--- src/c3z_pkg.sv ---
`timescale 1ns / 1ps
package c3z_pkg;

  localparam int FW_BITS       = 11;
  localparam int FH_BITS       = 13;
  localparam int ROW_BITS      = 12;
  localparam int VALUE_BITS    = 20;
  localparam int CFG_IDX_BITS  = 3;
  localparam int OUT_DEPTH     = 8;
  localparam int OUT_CNT_BITS  = $clog2(OUT_DEPTH + 1);

  localparam logic [FH_BITS-1:0] HEIGHT_LIMIT = 13'd4096;

  localparam logic OP_PIXEL = 1'b0;
  localparam logic OP_DRAIN = 1'b1;

  localparam logic [CFG_IDX_BITS-1:0] REG_FRAME_WIDTH   = 3'd0;
  localparam logic [CFG_IDX_BITS-1:0] REG_FRAME_HEIGHT  = 3'd1;
  localparam logic [CFG_IDX_BITS-1:0] REG_KERNEL_TOP    = 3'd2;
  localparam logic [CFG_IDX_BITS-1:0] REG_KERNEL_MIDDLE = 3'd3;
  localparam logic [CFG_IDX_BITS-1:0] REG_KERNEL_BOTTOM = 3'd4;

  typedef struct packed {
    logic emit;
    logic top_ok;
    logic bot_ok;
    logic left_ok;
    logic right_ok;
    logic last;
  } c3z_flags_t;

  localparam int FLAGS_BITS = $bits(c3z_flags_t);

endpackage

--- src/c3z_front.sv ---
`timescale 1ns / 1ps
module c3z_front #(
  parameter int MAX_WIDTH  = 1024,
  parameter int PIXEL_BITS = 8
) (
  input  logic                              clk,
  input  logic                              rst_n,
  input  logic [c3z_pkg::FW_BITS-1:0]       frame_width,
  input  logic [c3z_pkg::FH_BITS-1:0]       frame_height,
  input  logic                              width_wr,
  input  logic                              hold,
  input  logic                              in_valid,
  output logic                              in_ready,
  input  logic                              in_op,
  input  logic [PIXEL_BITS-1:0]             in_pixel,
  output logic                              cmd_valid,
  input  logic                              cmd_ready,
  output logic [$clog2(MAX_WIDTH)-1:0]      cmd_col,
  output logic [PIXEL_BITS-1:0]             cmd_px,
  output c3z_pkg::c3z_flags_t               cmd_flags
);
  import c3z_pkg::*;

  localparam int CB = $clog2(MAX_WIDTH);
  localparam int XB = ((CB > FW_BITS) ? CB : FW_BITS) + 2;
  localparam int PB = $clog2(MAX_WIDTH + 2);
  localparam int SB = $clog2(2 * MAX_WIDTH + 1);
  localparam int NB = $clog2(SB + 1);

  logic [ROW_BITS-1:0] in_row_r, in_row_nxt, out_row_r, out_row_nxt;
  logic [CB-1:0]       in_col_r, in_col_nxt, out_col_r, out_col_nxt;
  logic [CB-1:0]       dcol_r, dcol_nxt;
  logic [PB-1:0]       pend_r, pend_nxt;
  logic                drain_r, drain_nxt;
  logic                busy_r, busy_nxt, ld_r, ld_nxt;
  logic [XB-1:0]       rem_r, rem_nxt;
  logic [SB-1:0]       sacc_r, sacc_nxt;
  logic [NB-1:0]       cnt_r, cnt_nxt;

  logic [XB-1:0]       w, pend1, step, step_red;
  logic [FH_BITS-1:0]  h;
  logic                acc, is_pix, drain_ok, do_cmd, emit, fresh;
  logic [PB-1:0]       b_pend;
  logic [ROW_BITS-1:0] b_orow;
  logic [CB-1:0]       b_ocol, b_dcol, dcol_inc;
  logic                ocol_end, orow_end, last, odd, trigger;

  always_comb begin
    if (frame_width == '0) begin
      w = XB'(1);
    end else if (XB'(frame_width) > XB'(MAX_WIDTH)) begin
      w = XB'(MAX_WIDTH);
    end else begin
      w = XB'(frame_width);
    end
    if (frame_height == '0) begin
      h = FH_BITS'(1);
    end else if (frame_height > HEIGHT_LIMIT) begin
      h = HEIGHT_LIMIT;
    end else begin
      h = frame_height;
    end
  end

  assign in_ready = !busy_r && !hold && cmd_ready;
  assign acc      = in_valid && in_ready;
  assign is_pix   = (in_op == OP_PIXEL);
  assign drain_ok = (pend_r != '0) && (in_row_r == '0) && (in_col_r == '0);
  assign do_cmd   = acc && (is_pix || drain_ok);
  assign fresh    = is_pix && drain_r;

  assign b_pend = fresh ? '0 : pend_r;
  assign b_orow = fresh ? '0 : out_row_r;
  assign b_ocol = fresh ? '0 : out_col_r;
  assign b_dcol = fresh ? '0 : dcol_r;

  assign pend1    = XB'(b_pend) + XB'(1);
  assign emit     = pend1 > (w + XB'(1));
  assign dcol_inc = ((XB'(b_dcol) + XB'(1)) >= w) ? '0 : b_dcol + CB'(1);
  assign ocol_end = (XB'(b_ocol) + XB'(1)) >= w;
  assign orow_end = (FH_BITS'(b_orow) + FH_BITS'(1)) >= h;
  assign odd      = (XB'(b_ocol) + XB'(1)) > w;
  assign last     = ocol_end && orow_end;

  assign cmd_valid          = do_cmd;
  assign cmd_col            = is_pix ? in_col_r : dcol_r;
  assign cmd_px             = is_pix ? in_pixel : '0;
  assign cmd_flags.emit     = emit;
  assign cmd_flags.top_ok   = (b_orow != '0);
  assign cmd_flags.bot_ok   = !orow_end;
  assign cmd_flags.left_ok  = (b_ocol != '0);
  assign cmd_flags.right_ok = !ocol_end;
  assign cmd_flags.last     = last;

  assign trigger = width_wr || (do_cmd && emit && odd && !(!is_pix && last));

  assign step     = {rem_r[XB-2:0], sacc_r[SB-1]};
  assign step_red = (step >= w) ? step - w : step;

  always_comb begin
    in_row_nxt  = in_row_r;
    in_col_nxt  = in_col_r;
    out_row_nxt = out_row_r;
    out_col_nxt = out_col_r;
    pend_nxt    = pend_r;
    drain_nxt   = drain_r;
    dcol_nxt    = dcol_r;
    busy_nxt    = busy_r;
    ld_nxt      = ld_r;
    rem_nxt     = rem_r;
    sacc_nxt    = sacc_r;
    cnt_nxt     = cnt_r;
    if (do_cmd) begin
      if (is_pix) begin
        if ((XB'(in_col_r) + XB'(1)) >= w) begin
          in_col_nxt = '0;
          in_row_nxt = ((FH_BITS'(in_row_r) + FH_BITS'(1)) >= h) ? '0
                                                                  : in_row_r + ROW_BITS'(1);
        end else begin
          in_col_nxt = in_col_r + CB'(1);
        end
      end
      drain_nxt   = !is_pix;
      dcol_nxt    = dcol_inc;
      pend_nxt    = pend1[PB-1:0];
      out_row_nxt = b_orow;
      out_col_nxt = b_ocol;
      if (emit) begin
        pend_nxt = b_pend;
        if (ocol_end) begin
          out_col_nxt = '0;
          out_row_nxt = orow_end ? '0 : b_orow + ROW_BITS'(1);
        end else begin
          out_col_nxt = b_ocol + CB'(1);
        end
        if (!is_pix && last) begin
          pend_nxt  = '0;
          drain_nxt = 1'b0;
          dcol_nxt  = '0;
        end
      end
    end
    if (trigger) begin
      busy_nxt = 1'b1;
      ld_nxt   = 1'b1;
    end else if (ld_r) begin
      ld_nxt   = 1'b0;
      sacc_nxt = SB'(out_col_r) + SB'(pend_r);
      rem_nxt  = '0;
      cnt_nxt  = NB'(SB);
    end else if (busy_r) begin
      rem_nxt  = step_red;
      sacc_nxt = sacc_r << 1;
      cnt_nxt  = cnt_r - NB'(1);
      if (cnt_r == NB'(1)) begin
        busy_nxt = 1'b0;
        dcol_nxt = step_red[CB-1:0];
      end
    end
  end

  always_ff @(posedge clk) begin
    if (!rst_n) begin
      in_row_r  <= '0;
      in_col_r  <= '0;
      out_row_r <= '0;
      out_col_r <= '0;
      pend_r    <= '0;
      drain_r   <= 1'b0;
      dcol_r    <= '0;
      busy_r    <= 1'b0;
      ld_r      <= 1'b0;
      cnt_r     <= '0;
    end else begin
      in_row_r  <= in_row_nxt;
      in_col_r  <= in_col_nxt;
      out_row_r <= out_row_nxt;
      out_col_r <= out_col_nxt;
      pend_r    <= pend_nxt;
      drain_r   <= drain_nxt;
      dcol_r    <= dcol_nxt;
      busy_r    <= busy_nxt;
      ld_r      <= ld_nxt;
      cnt_r     <= cnt_nxt;
    end
  end

  always_ff @(posedge clk) begin
    rem_r  <= rem_nxt;
    sacc_r <= sacc_nxt;
  end

endmodule

--- config.mk ---
export PLATFORM = sky130hd
export DESIGN_NAME = c3z_front
export DESIGN_NICKNAME = d
export VERILOG_FILES = /design/src/c3z_pkg.sv /design/src/c3z_front.sv
export SDC_FILE = /design/constraint.sdc
export NUM_CORES = 1
export LEC_CHECK = 0
export BUFFER_PORTS_ARGS = -buffer_cell sky130_fd_sc_hd__buf_4
export CAP_MARGIN = 20
export CORE_ASPECT_RATIO = 0.5
export CORE_MARGIN = 3
export CORE_UTILIZATION = 40
export CTS_BUF_LIST = sky130_fd_sc_hd__clkbuf_8
export DETAILED_ROUTE_END_ITERATION = 10
export SLEW_MARGIN = 30
export SYNTH_ARGS = -nofsm -noshare
export SYNTH_HDL_FRONTEND = slang
export SYNTH_SLANG_ARGS = --single-unit
--- constraint.sdc ---
create_clock -name clk -period 10.2 [get_ports clk]
set_clock_uncertainty 0.15 [all_clocks]
set_input_delay 0.51 -clock clk [delete_from_list [all_inputs] [get_ports clk]]
set_output_delay 0.51 -clock clk [all_outputs]
set_load 0.1 [all_outputs]
==> results.txt <==
* Post-Route Utilization: 45.7%
- Post-synthesis share of cell area spent on and, or, nand and nor gates: 25.8%
* First-pass GRT wire length: 40000 um
- Counting distinct cell types in the post-synthesis netlist gives 83.
* R2R cell count: 16
* Via count: 8169
* Number of DRC markers in iteration 0: 574
- Multiplexer cells account for 3.11% of the synthesized area.
* Hold violation total from the final report: 0
- The total area inside the core boundary comes to 21000 sq um.
* Average cell area after synthesis: 8.04 sq um
- Resized cells post-CTS: 0
* Transition time of the tightest slew-check pin: 0.813 ns
* Required time reported for the critical path endpoint: 9.54 ns
- Of all flip-flops after synthesis, the portion carrying an async set or reset was 0%.
* CTS Root Buffer Type: sky130_fd_sc_hd__clkbuf_8
- Xor-xnor portion of the synthesized cell area: 6.73%
- Post-detailed-route DRC marker count: 0
- Final count of negative-setup-slack endpoints: 0
- Cell Chain, Critical Path: buf_4 > nand2b_1 > nand2_1 > inv_1 > ha_1 > and3_1 > and4_1 > nand3_1 > xor2_1 > nor2_1 > ha_1 > nand4_1 > nor4_1 > nand3b_1 > inv_1 > nor2_1 > buf_4
* Power Dens Cells: 94.1 nW/um^2
- Summing every instance area after synthesis gives 8720 sq um.
* Die Height: 110 um
* Initial standard-cell utilization of the core: 41.6%
- For hold timing, the worst endpoint is cnt_r[0].
- Worst setup path class: input port to output port
- Die width: 215 um
- Via-to-Cell Ratio: 5.76
* Path class of the lowest-slack min-delay path: input port to register
- After synthesis, the largest family of logic cells by area is simple AND/OR/NAND/NOR gates.
- Peak fanout along the critical path: 27
* Average wire per cell in the routed design: 17.2 um
- Number of buffers inserted during clock tree synthesis: 9
- Min-delay src: width_wr
- The floorplan step defined a die boundary enclosing 23700 sq um.
* Number of H-tree branching levels: 3
* Cell at the slowest stage of the critical path: sky130_fd_sc_hd__nand2b_1
- On the final layout, the worst hold slack is 0.326 ns.
* Top-Level Pins: 65
- Run status: completed
- Synthesis inferred 96 register bits.
* YS warnings: 0
- Of the cells placed in the final design, the portion with a size suffix greater than 1 is 11.8%.
* RR Startpoint: drain_r
* Clock input transition at the sequential cells of the worst setup and hold paths: 0.10 ns
- Number of buffers inserted to repair setup after CTS: 0
* Count of antenna-violating nets left after detailed routing: 0
- Area growth from synthesis to layout: 9.93%
- Number of buffers inserted by port buffering: 64
- At the end of routability-driven placement, the weighted congestion stood at 0.926.
* Met3 usage in global routing: 3.79%
- The net count of the finished layout is 1266.
* Share of the synthesized area in compound gates (AO/OA/AOI/OAI): 19.0%
- The worst register-to-register path ends at rem_r[10].
* Delay of the slowest cell on the worst path: 0.53 ns
- Peak supply drop: 53.3 uV
- Slew Limit Fails: 0
- Clock latency reported for the late side of the worst-skew pair: 0.39 ns
- Number of clock sinks: 96
* Final critical-path required period: 5.65 ns
- For this design, the CTS-stage hold fixing added 0 buffers.
* Arrival time of data at the critical path endpoint: 4.99 ns
* Reg2reg setup slack: 5.13 ns
* # Max-Cap Violations: 0
- Post-synthesis instance total: 1085
* Tcrit/Tclk final: 55.4%
* Clock tree from TritonCTS: built
- First-pass detailed-route iteration total: 5
- In this run the deepest clock path goes through 2 buffers.
- Slew Limit Headroom: 45.8%
- After detailed routing, the total wire length is 24400 um.
- Detailed Place HPWL: 18600 um
- Largest net degree at the start of global routing: 42
- The number of nets handed over by synthesis was 1230.
* Most Used Layer, Global Route: met2
- Yosys mapped a number of flops with a built-in enable equal to 24.
- Summing the areas of all fa, ha and maj instances in the mapped netlist gives 15.4% of the synthesized area.
- For this run, the total global-route usage over all layers was measured as 20.4%.
- Sequential fraction of the synthesis area: 24.8%
* Met2 track demand over resource in global routing: 31.5%
* Via count of the first global-routing pass: 7902
* Count of standard-cell rows: 37
- Routing usage on met1: 29.3%
* Most used DFF post-synth: sky130_fd_sc_hd__dfxtp_1
- Number of cells on the worst hold path: 3
- The worst setup path is captured at an output port.
* Initial antenna violation count: 0
* Antenna diodes: 0
- Total gr overflow: 0
- In the final timing run, aggregate negative setup slack is 0 ns.
- Top achievable clock speed: 177 MHz
- Type of origin of the critical path: input port
- Leakage Power: 4.19 nW
- Setup repair after global routing left no endpoint under its margin.
==> worst max-delay path: cells and delay by family <==
family / cells / cell delay, ns
xor+xnor: 1 / 0.17
simple gates: 10 / 2.76
buf+inv: 4 / 0.95
fa+ha+maj: 2 / 0.58
==> cells by family after synthesis <==
logic type               Yosys count
AND/OR/NAND/NOR                  443
other                              1
flip-flops                        96
AO/OA/AOI/OAI                    245
adder cells (fa/ha/maj)          106
XOR/XNOR                          67
multiplexers                      25
buffers and inverters            102
==> layout make-up <==
type	instances	area, sq um
repair buffers	73	548
fillers	2078	11400
well taps	292	365
clock buffers	10	138
multi-input cells	887	6130
inverters	54	208
flip-flops and latches	96	2160
clock inverters	6	37.5
==> worst max path at each step <==
stage | startpoint | end | slack [ns] | cells after the start
floorplan | in_op | cmd_flags[0] | 4.45 | 21
global placement | in_op | rem_r[5] | 4.58 | 17
detailed placement | in_op | rem_r[11] | 4.56 | 17
CTS | in_op | cmd_flags[0] | 4.61 | 17
global route | in_op | cmd_flags[1] | 4.16 | 17
finish | in_op | cmd_flags[0] | 4.55 | 17
==> synth_stat cells, types with 9 or more instances <==
library cell,n,area [sq um]
sky130_fd_sc_hd__o22ai_1,12,75.1
sky130_fd_sc_hd__a32o_1,13,130
sky130_fd_sc_hd__mux2_2,17,191
sky130_fd_sc_hd__a21o_1,15,113
sky130_fd_sc_hd__xor2_1,32,280
sky130_fd_sc_hd__a21oi_1,68,340
sky130_fd_sc_hd__nor3_1,22,110
sky130_fd_sc_hd__nand3_1,59,295
sky130_fd_sc_hd__inv_1,52,195
sky130_fd_sc_hd__nand4_1,15,93.8
sky130_fd_sc_hd__nand2_1,125,469
sky130_fd_sc_hd__nor2b_1,18,113
sky130_fd_sc_hd__nor2_1,94,353
sky130_fd_sc_hd__xnor2_1,35,307
sky130_fd_sc_hd__clkbuf_1,29,109
sky130_fd_sc_hd__dfxtp_1,72,1440
sky130_fd_sc_hd__a2bb2oi_1,13,114
sky130_fd_sc_hd__o21ai_0,44,220
sky130_fd_sc_hd__o211ai_1,10,75.1
sky130_fd_sc_hd__nand2b_1,15,93.8
sky130_fd_sc_hd__edfxtp_1,24,721
sky130_fd_sc_hd__nor4_1,16,100
sky130_fd_sc_hd__and3_1,22,138
sky130_fd_sc_hd__ha_1,104,1300
sky130_fd_sc_hd__a31oi_1,9,56.3
==> state kept, by name, indices dropped and copies added, names as in the netlist, 4 cells and up <==
| register | count |
|---|---|
| pend_r | 11 |
| out_row_r | 12 |
| in_row_r | 12 |
| in_col_r | 10 |
| dcol_r | 10 |
| rem_r | 12 |
| cnt_r | 4 |
| sacc_r | 12 |
| out_col_r | 10 |
==> report_power, final <==
part / switching [mW] / leakage [nW] / internal (mW)
sequential: 0.0134 / 0.810 / 0.407
combinational: 0.152 / 3.29 / 0.0891
clock: 0.146 / 0.0948 / 0.0942
total: 0.311 / 4.19 / 0.590
==> metal layers <==
layer  routed length (um)  share of wire (%)
met1                12200                 50
met2                10400                 43
met3                 1500                6.2
met4                  253                1.0
met5                    0                  0
==> per-stage QoR <==
step	worst slack (ns)	cell area [sq um]	power (mW)	std cells
after floorplan	4.45	8720	0.600	1085
after global placement	4.58	9400	0.661	1402
after detailed placement	4.56	9410	0.667	1402
after CTS	4.61	9590	0.909	1418
after global routing	4.16	9590	0.950	1418
final	4.55	9590	0.902	1418
==> placed cells by master (no fill, tap or decap), types with 16 or more instances in the layout <==
master,count
sky130_fd_sc_hd__nand3_1,59
sky130_fd_sc_hd__nor3_1,22
sky130_fd_sc_hd__nor2_1,94
sky130_fd_sc_hd__ha_1,104
sky130_fd_sc_hd__mux2_2,17
sky130_fd_sc_hd__o21ai_0,44
sky130_fd_sc_hd__edfxtp_1,24
sky130_fd_sc_hd__nor4_1,16
sky130_fd_sc_hd__and3_1,22
sky130_fd_sc_hd__dfxtp_1,72
sky130_fd_sc_hd__inv_1,54
sky130_fd_sc_hd__a21oi_1,68
sky130_fd_sc_hd__xnor2_1,35
sky130_fd_sc_hd__nand2_1,125
sky130_fd_sc_hd__buf_4,73
sky130_fd_sc_hd__xor2_1,32
sky130_fd_sc_hd__nor2b_1,17
(Power assumes the default switching activity.)
