**src/c3z_queue.sv**
```systemverilog
`timescale 1ns / 1ps
module c3z_queue #(
  parameter int DEPTH = 4,
  parameter int WIDTH = 8
) (
  input  logic                         clk,
  input  logic                         rst_n,
  input  logic                         wr_valid,
  output logic                         wr_ready,
  input  logic [WIDTH-1:0]             wr_data,
  output logic                         rd_valid,
  input  logic                         rd_ready,
  output logic [WIDTH-1:0]             rd_data,
  output logic [$clog2(DEPTH+1)-1:0]   count
);
  localparam int AB = (DEPTH > 1) ? $clog2(DEPTH) : 1;
  localparam int NB = $clog2(DEPTH + 1);

  logic [WIDTH-1:0] mem [DEPTH];
  logic [AB-1:0]    wp_r, wp_nxt, rp_r, rp_nxt;
  logic [NB-1:0]    cnt_r, cnt_nxt;
  logic             do_wr, do_rd;

  assign wr_ready = (cnt_r != NB'(DEPTH));
  assign rd_valid = (cnt_r != '0);
  assign rd_data  = mem[rp_r];
  assign count    = cnt_r;
  assign do_wr    = wr_valid && wr_ready;
  assign do_rd    = rd_valid && rd_ready;

  always_comb begin
    wp_nxt  = wp_r;
    rp_nxt  = rp_r;
    cnt_nxt = cnt_r;
    if (do_wr) begin
      wp_nxt = (wp_r == AB'(DEPTH - 1)) ? '0 : wp_r + AB'(1);
    end
    if (do_rd) begin
      rp_nxt = (rp_r == AB'(DEPTH - 1)) ? '0 : rp_r + AB'(1);
    end
    if (do_wr && !do_rd) begin
      cnt_nxt = cnt_r + NB'(1);
    end else if (!do_wr && do_rd) begin
      cnt_nxt = cnt_r - NB'(1);
    end
  end

  always_ff @(posedge clk) begin
    if (!rst_n) begin
      wp_r  <= '0;
      rp_r  <= '0;
      cnt_r <= '0;
    end else begin
      wp_r  <= wp_nxt;
      rp_r  <= rp_nxt;
      cnt_r <= cnt_nxt;
    end
  end

  always_ff @(posedge clk) begin
    if (do_wr) begin
      mem[wp_r] <= wr_data;
    end
  end

endmodule

```
**config.mk**
```make
export PLATFORM = sky130hd
export DESIGN_NAME = c3z_queue
export DESIGN_NICKNAME = d
export VERILOG_FILES = /design/src/c3z_queue.sv
export SDC_FILE = /design/constraint.sdc
export NUM_CORES = 1
export LEC_CHECK = 0
export BUFFER_PORTS_ARGS = -buffer_cell sky130_fd_sc_hd__buf_4
export CELL_PAD_IN_SITES_DETAIL_PLACEMENT = 0
export CELL_PAD_IN_SITES_GLOBAL_PLACEMENT = 1
export CORE_MARGIN = 2
export CORE_UTILIZATION = 46
export DETAILED_ROUTE_END_ITERATION = 10
export PLACE_DENSITY = 0.82
export SLEW_MARGIN = 25
export SYNTH_ARGS = -nofsm -noshare
export SYNTH_HDL_FRONTEND = slang
export SYNTH_SLANG_ARGS = --single-unit
```
**constraint.sdc**
```tcl
create_clock -name clk -period 3.1 [get_ports clk]
set_clock_uncertainty 0.1 [all_clocks]
set_input_delay 0.62 -clock clk [delete_from_list [all_inputs] [get_ports clk]]
set_output_delay 0.62 -clock clk [all_outputs]
set_load 0.005 [all_outputs]
```
==> out/results.txt, run 1 <==
critical path type - reg2reg
metal3 WL - 113 um
Leak Pwr - 0.0007115 uW
Post-Route M1 WL - 1037 um
largest net degree at the start of global routing - 14
crit end category - register
die width - 63.63 um
HP Start - wr_data[2]
Sink Count - 41
DRC - 0
Area Growth Syn to Fin - 18.13%
post-DP HPWL - 1723 um
post-route ant nets - 0
startpoint types - register
Hold Fails Final Rpt - 0
Critical Path RT - 3.26 ns
Peak Freq - 0.4004 GHz
period utilisation layout - 80.57%
Setup TNS - 0 ns
Least-Margin Pin Slew - 0.5465 ns
# fillers - 285
largest area contributor in the netlist - edfxtp_1
commonest non-fill, non-tap cell in the layout - edfxtp_1
RSZ-0062 raised after global routing - false
Top Ports - 25
initial antenna violation count - 0
area of the multi-input gates - 465.4 sq um
Syn Inst Count - 93
synth warn - 0
NumNets Final - 139
CP max stage delay - 0.49 ns
Vias/cell - 5.084
reg2reg end - count[2]
R2R Path Start - count[0]
Netlist cell types - 26
cts bufs inserted - 5
Setup violations, final - 0
core area - 3363 sq um
FF+latch count, synth - 41
PortBufs - 24
Die Y - 63.63 um
Cell Count, Final, Fillers Out - 167
dpl ws - 0.6376 ns
status - complete, no violations
clk slew on worst S/H paths - 0.11 ns
CP delay by family, top - adder cells
Reg2Reg Depth - 7
crit path buf inv count - 1
depth of the worst hold-timing path - 1
GP Congestion - 0.7310
CTS H-tree lvls - 2
top cell type's share of synthesized area - 58.76%
Storage cell area - 1141 sq um
via count - 849
min Tclk post-route - 2.498 ns
Inst Count DP - 159
first-pass GRT wire length - 4015 um
sequential share of the synthesized area - 69.78%
pwr/cell area - 779.1 nW/um^2
post-route worst setup slack - 0.6025 ns
Post-CTS Hold Fix Bufs - 0
layout cells sized above 1 - 38.02%
CTS tree - built
Die Area - 4048 sq um
Max-Cap Viols - 0
slew margin rel. - 63.52%
detailed-route wire length per cell - 14.63 um
WL final - 2444 um
Max clock buf depth - 2
top routing layer in use - met4
R2R Setup Slk - 0.60 ns
number of cell rows - 21
worst-path cell with the longest stage delay - o31ai_1
Total GRT Usage - 13.68%
worst-skew pair later-pin latency - 0.32 ns
Hold EP - mem[3][2]
vias in the first global route - 899
worst path cell trace - o31ai_1 -> ha_1 -> inv_1 -> fa_1 -> xor2_1 -> or3_2 -> a21boi_0
Syn Area/Cell - 17.58 sq um
Slew Viols, Final - 0
main area contributors after synthesis - edfxtp_1 (59%), dfxtp_1 (11%), mux4_2 (11%)
Hold WC Path Type - in2reg
Post CTS Setup Buffer Count - 0
crit path max fanout - 6
antenna cells - 0
# resized after CTS - 0
DR WL met2 - 1272 um
DRT iter0 DRCs - 28
Netlist Area Pre-Place - 1635 sq um
syn nets - 112
total overflow reported by the global router - 0
Peak supply drop - 506.1 uV
CP Launch Point - count[0]
commonest cells after routing, fill and taps aside - edfxtp_1 (32), buf_4 (24), dfxtp_1 (9)
Pwr Total - 1505 uW
root buf cell - clkbuf_4
Worst Path Arrival - 2.66 ns
starting density of the core - 48.62%
drt pass-1 iters - 4
## metal layers
metal,vias up,track usage (%)
li1,409,-
met5,-,0
met4,0,5.978
met3,4,4.643
met1,412,15.58
met2,24,23.29
## layout make-up
| class | instances | share of cell area, % |
|---|---|---|
| sequential | 41 | 59.07 |
| multi-input combinational | 45 | 24.09 |
| timing repair buffer | 24 | 9.326 |
| tap | 46 | 2.979 |
| clock buffer | 6 | 2.137 |
| clock inverter | 2 | 1.813 |
| inverter | 3 | 0.5829 |
## flip-flops by register name, summed over array words and instances (netlist names), named ones only
| signal | cells |
|---|---|
| count | 3 |
| mem | 32 |
| rp_r | 2 |
| wp_r | 2 |
## per-stage QoR
step	utilization (%)	cell area (sq um)	hold slack (ns)
after global routing	57.44	1932	0.3550
after floorplan	-	1635	0.3677
after detailed placement	55.17	1856	0.3965
after global placement	55.17	1856	0.3851
final	57.44	1932	0.3889
after CTS	57.44	1932	0.3727
## where the power goes
group          switching, uW  internal, uW  total, uW
Combinational            167           259        427
Clock                    155           169        324
Sequential              77.4           677        754
Total                    400          1110       1510
## cells in the mapped netlist
library cell and instances:
dfxtp_1 9, and2_4 1, edfxtp_1 32, a21boi_0 1
buf_1 1, nand2_1 5, nand4_1 1, inv_1 3
or3_2 2, buf_2 1, fa_1 1, xor2_1 1
and2_1 1, o31ai_1 1, and3_2 4, nor2b_1 1
clkbuf_1 1, mux2i_1 2, xnor2_1 1, clkbuf_2 1
nand3_1 2, o21ai_0 4, mux4_2 8, nor2_1 2
or3b_1 1, ha_1 6
## cells by family (layout without fill, tap and decap cells)
group / count (synthesis) / after routing / share of synthesized area, %
buf+inv: 7 / 35 / 1.759
mux: 10 / 10 / 12.24
compound gates: 6 / 6 / 2.143
fa+ha+maj: 7 / 7 / 5.815
flops: 41 / 41 / 69.78
simple gates: 20 / 20 / 7.193
xor+xnor: 2 / 2 / 1.071
## worst max-delay path by stage
stage | endpoint | slack, ns | cells after the start
final | count[2] | 0.60 | 7
after global routing | count[2] | 0.46 | 7
after CTS | rd_data[1] | 0.58 | 2
after detailed placement | count[2] | 0.64 | 8
after global placement | count[2] | 0.68 | 8
after floorplan | count[2] | 0.79 | 7
No activity file was read; power rests on OpenSTA's default activity.
==> run 2: changes to the inputs <==
==> constraint.sdc (replaced) <==
create_clock -name clk -period 2.4 [get_ports clk]
set_clock_uncertainty 0.1 [all_clocks]
set_input_delay 0.48 -clock clk [delete_from_list [all_inputs] [get_ports clk]]
set_output_delay 0.48 -clock clk [all_outputs]
set_load 0.005 [all_outputs]
==> run 2 against run 1 <==
Net effect: routed wire length rose by 1.6%; maximum frequency rose by 11%; cell count rose by 1.8%; sequential share of layout area fell by 1.4 points; hold slack got worse by 0.16 ns; cell area rose by 2.7%; die area did not move; highest routed layer unchanged.
==> out/results.txt, run 2 (synthesized netlist as in run 1, its figures left out) <==
Hold WC Path Type - in2reg
Top Ports - 25
pwr/cell area - 1057 nW/um^2
DRT iter0 DRCs - 25
Slew Viols, Final - 0
RSZ-0062 raised after global routing - false
Die Area - 4048 sq um
period utilisation layout - 93.99%
CTS H-tree lvls - 2
Peak supply drop - 787.7 uV
met1 GRT Util - 14.89%
first-pass GRT wire length - 4098 um
vias in the first global route - 910
min Tclk post-route - 2.256 ns
Die Y - 63.63 um
Post-CTS Hold Fix Bufs - 0
Area Growth Syn to Fin - 21.35%
CTS tree - built
reg2reg end - count[2]
Sink Count - 41
layout cells sized above 1 - 42.74%
# fillers - 282
# resized after CTS - 0
GP Congestion - 0.6653
Hold Fails Final Rpt - 0
CP max stage delay - 0.40 ns
Pwr Total - 2098 uW
root buf cell - clkbuf_4
R2R Path Start - count[1]
crit end category - register
antenna cells - 0
depth of the worst hold-timing path - 1
initial antenna violation count - 0
crit path max fanout - 6
Peak Freq - 0.4433 GHz
via count - 874
PortBufs - 24
cts bufs inserted - 5
detailed-route wire length per cell - 14.61 um
commonest cells after routing, fill and taps aside - edfxtp_1 (32), buf_4 (27), mux4_2 (8)
Leak Pwr - 0.0007394 uW
status - complete, no violations
total overflow reported by the global router - 0
largest net degree at the start of global routing - 14
Vias/cell - 5.141
Setup TNS - 0 ns
CP Launch Point - count[1]
die width - 63.63 um
commonest non-fill, non-tap cell in the layout - edfxtp_1
max FFs per register - 32
DRC - 0
clk slew on worst S/H paths - 0.12 ns
worst-skew pair later-pin latency - 0.34 ns
crit path capture - count[2]
Least-Margin Pin Slew - 0.3970 ns
met2 Use GR - 23.55%
number of cell rows - 21
Total GRT Usage - 14.31%
Post CTS Setup Buffer Count - 0
critical path type - reg2reg
NumNets Final - 142
Reg2Reg Depth - 7
slew margin rel. - 73.50%
GRT met3 Usage - 7.143%
post-route ant nets - 0
Critical Path RT - 2.57 ns
register with the most flip-flops - mem
starting density of the core - 48.62%
core area - 3363 sq um
Max clock buf depth - 2
worst-path cell with the longest stage delay - or3_2
startpoint types - register
Max-Cap Viols - 0
R2R Setup Slk - 0.14 ns
post-DP HPWL - 1767 um
Setup violations, final - 0
drt pass-1 iters - 4
worst path cell trace - o31ai_1 -> ha_1 -> inv_1 -> fa_1 -> xor2_1 -> or3_2 -> a21boi_0
WL final - 2483 um
Worst Path Arrival - 2.43 ns
layer with the highest usage - met2
[run 2: worst min-delay path by stage]
stage               slack (ns)         to        from
floorplan                 0.37    wp_r[1]     wp_r[1]
global placement          0.39    wp_r[1]     wp_r[1]
detailed placement        0.40    wp_r[1]     wp_r[1]
CTS                       0.22  mem[0][2]  wr_data[2]
global route              0.20  mem[2][0]  wr_data[0]
finish                    0.23  mem[3][7]  wr_data[7]
[run 2: per-layer routing]
metal	vias up	wire length, um
met3	6	206
li1	413	-
met1	417	978
met5	-	0
met2	38	1251
met4	0	48
[run 2: final cells by class]
cell class                 count  area (sq um)  area share (%)
tap                           46         57.56           2.900
clock buffer                   5         37.54           1.892
timing repair buffer          27         202.7           10.21
sequential                    41          1145           57.69
clock inverter                 3         65.06           3.279
inverter                       3         11.26          0.5675
multi-input combinational     45         465.4           23.46
[run 2: worst max-delay path: cells and delay by family (launching register included)]
kind	cells	cell delay (ns)
xor gates and xnor gates	1	0.16
DFF	1	0.37
adders and majority gates	2	0.62
AOI/OAI and AO/OA	2	0.48
and+or+nand+nor	1	0.40
buffers and inverters	1	0.06
[run 2: power by group]
| part | switching [uW] | internal [uW] |
|---|---|---|
| combinational | 252 | 359 |
| clock | 214 | 322 |
| sequential | 71.0 | 880 |
[run 2: metrics by stage]
stage	hold WS, ns	std cells	setup WS [ns]	cell area (sq um)	util (%)
2_1_floorplan	0.3677	93	0.08998	1635	-
3_3_place_gp	0.3937	162	0.1913	1878	55.84
3_5_place_dp	0.4017	162	0.1062	1878	55.84
4_1_cts	0.2151	170	0.05928	1981	58.89
5_1_grt	0.1990	170	0.02982	1984	59.00
6_report	0.2320	170	0.1442	1984	59.00
==> run 3: changes to the inputs <==
--- a/config.mk
+++ b/config.mk
@@ -5,11 +5,12 @@
 export SDC_FILE = /design/constraint.sdc
 export NUM_CORES = 1
 export LEC_CHECK = 0
+export ABC_AREA = 1
 export BUFFER_PORTS_ARGS = -buffer_cell sky130_fd_sc_hd__buf_4
 export CELL_PAD_IN_SITES_DETAIL_PLACEMENT = 0
 export CELL_PAD_IN_SITES_GLOBAL_PLACEMENT = 1
 export CORE_MARGIN = 2
-export CORE_UTILIZATION = 46
+export CORE_UTILIZATION = 44
 export DETAILED_ROUTE_END_ITERATION = 10
 export PLACE_DENSITY = 0.82
 export SLEW_MARGIN = 25
==> run 3 against run 2 <==
Net effect: die area grew 7.5%; first-iteration DRC count grew to 2.8 times the previous value; area after synthesis rose by 3.4%; clock-buffer cell count is the same; register-to-register slack improved by 0.38 ns; critical path type is now reg2out; critical endpoint is now rd_data[0]; largest cell class unchanged; highest routed layer unchanged.
==> out/results.txt, run 3 <==
# fillers - 320
WL final - 2952 um
min Tclk post-route - 2.063 ns
drt pass-1 iters - 4
Sink Count - 41
Setup TNS - 0 ns
HP Start - wr_data[2]
CTS tree - built
CTS H-tree lvls - 2
largest area contributor in the netlist - edfxtp_1
die width - 65.98 um
vias in the first global route - 1116
Vias/cell - 4.921
dpl ws - 0.4974 ns
critical path type - reg2out
Leak Pwr - 0.0008447 uW
initial antenna violation count - 0
Slew Viols, Final - 0
Max-Cap Viols - 0
sequential share of the synthesized area - 67.51%
pwr/cell area - 1125 nW/um^2
DRC - 0
antenna cells - 0
Worst Path Arrival - 1.48 ns
Hold EP - mem[2][2]
Total GRT Usage - 15.66%
Peak supply drop - 482.0 uV
top cells by count, synth - edfxtp_1 (32), nor2_1 (32), inv_1 (16)
register with the most flip-flops - mem
Finished Core Util - 56.48%
DRT iter0 DRCs - 70
Post-CTS Hold Fix Bufs - 0
detailed-route wire length per cell - 12.89 um
crit end category - primary output
NumNets Final - 199
Netlist cell types - 19
synth warn - 0
R2R Setup Slk - 0.52 ns
area of the multi-input gates - 462.9 sq um
Top Ports - 25
Net Switching - 707.5 uW
via count - 1127
first-pass GRT wire length - 4974 um
Peak Freq - 0.4848 GHz
top cell type's share of synthesized area - 56.85%
Setup violations, final - 0
slew margin rel. - 76.81%
GP Congestion - 0.7159
Hold WC Path Type - in2reg
core area - 3689 sq um
Storage cell area - 1141 sq um
post-route ant nets - 0
Gate power share - 30.6%
P_int - 1635 uW
clk slew on worst S/H paths - 0.08 ns
root buf cell - clkbuf_8
R2R Path Start - count[1]
Syn Area/Cell - 11.58 sq um
RSZ-0062 raised after global routing - false
placed instance area - 1946 sq um
total overflow reported by the global router - 0
Post CTS Setup Buffer Count - 0
status - complete, no violations
Critical Path RT - 1.82 ns
Max clock buf depth - 2
Least-Margin Pin Slew - 0.3473 ns
starting density of the core - 45.83%
max FFs per register - 32
Area Growth Syn to Fin - 23.24%
Hold Fails Final Rpt - 0
main area contributors after synthesis - edfxtp_1 (57%), dfxtp_1 (11%), nor2_1 (7.1%)
syn nets - 165
worst-skew pair later-pin latency - 0.28 ns
post-DP HPWL - 2041 um
Die Area - 4353 sq um
Reg2Reg Depth - 9
Netlist Area Pre-Place - 1690 sq um
cts bufs inserted - 5
Clk network pwr share - 27.9%
Net Sw Frac - 30.20%
reg2reg end - count[1]
Inst Count DP - 221
design area - 2083 sq um
asr flop ratio synth - 0%
largest net degree at the start of global routing - 17
commonest cells after routing, fill and taps aside - nor2_1 (32), edfxtp_1 (32), buf_4 (29)
Main synth FF type - edfxtp_1
PortBufs - 24
startpoint types - register
# resized after CTS - 0
layout cells sized above 1 - 24.31%
EDFF count, synth - 32
Die Y - 65.98 um
number of cell rows - 22
sequential power share - 41.5%
post-route worst setup slack - 0.3372 ns
depth of the worst hold-timing path - 1
Syn Inst Count - 146
FF+latch count, synth - 41
crit path max fanout - 16
Cell Count, Final, Fillers Out - 229
period utilisation layout - 85.95%
==> run 3: final cells by class <==
class	instances	share of cell area (%)
Clock buffer	5	3.303
Clock inverter	3	3.303
Inverter	17	3.063
Multi-Input combinational cell	86	22.22
Sequential cell	41	54.77
Tap cell	48	2.883
Timing Repair Buffer	29	10.45
==> run 3: cells by family (layout without fill, tap and decap cells) <==
group / after synthesis / in the layout / synth area share, %
fa+ha+maj: 7 / 7 / 5.625
flops: 41 / 41 / 67.51
buf+inv: 19 / 54 / 5.107
simple gates: 51 / 51 / 12.21
compound gates: 28 / 28 / 9.549
==> run 3: power by group through the flow <==
| stage | Sequential [uW] | Combinational [uW] | Clock, uW |
|---|---|---|---|
| after floorplan | 967 | 432 | 0 |
| after global placement | 985 | 703 | 0 |
| after detailed placement | 990 | 721 | 0 |
| after CTS | 975 | 723 | 671 |
| after global routing | 988 | 821 | 704 |
| final | 973 | 716 | 654 |
==> run 3: worst max-delay path, stage by stage (launching register included) <==
cell and delay, ns:
dfxtp_1 0.52, inv_2 0.21, o21ai_0 0.21, o22ai_1 0.11
buf_4 0.15
==> run 3: worst max path at each step <==
stage	cells after the start	slack, ns	start	to
after floorplan	9	0.60	count[1]	count[1]
after global placement	9	0.53	count[1]	count[1]
after detailed placement	8	0.50	wr_valid	count[1]
after CTS	4	0.32	register	rd_data[0]
after global routing	4	0.20	register	rd_data[4]
final	4	0.34	register	rd_data[0]
==> run 3: metrics by stage <==
step                      power (uW)  hold WS (ns)
final                           2343        0.2915
after CTS                       2369        0.2816
after global routing            2513        0.2700
after detailed placement        1711        0.4404
after global placement          1688        0.4253
after floorplan                 1399        0.4013
==> run 3: layer usage <==
layer,global-route usage (%),vias to the layer above,part of all wire (%)
li1,-,561,-
met1,19.03,543,45
met3,5.963,4,3.7
met2,26.26,19,50
met4,4.082,0,1.2
met5,0,-,0
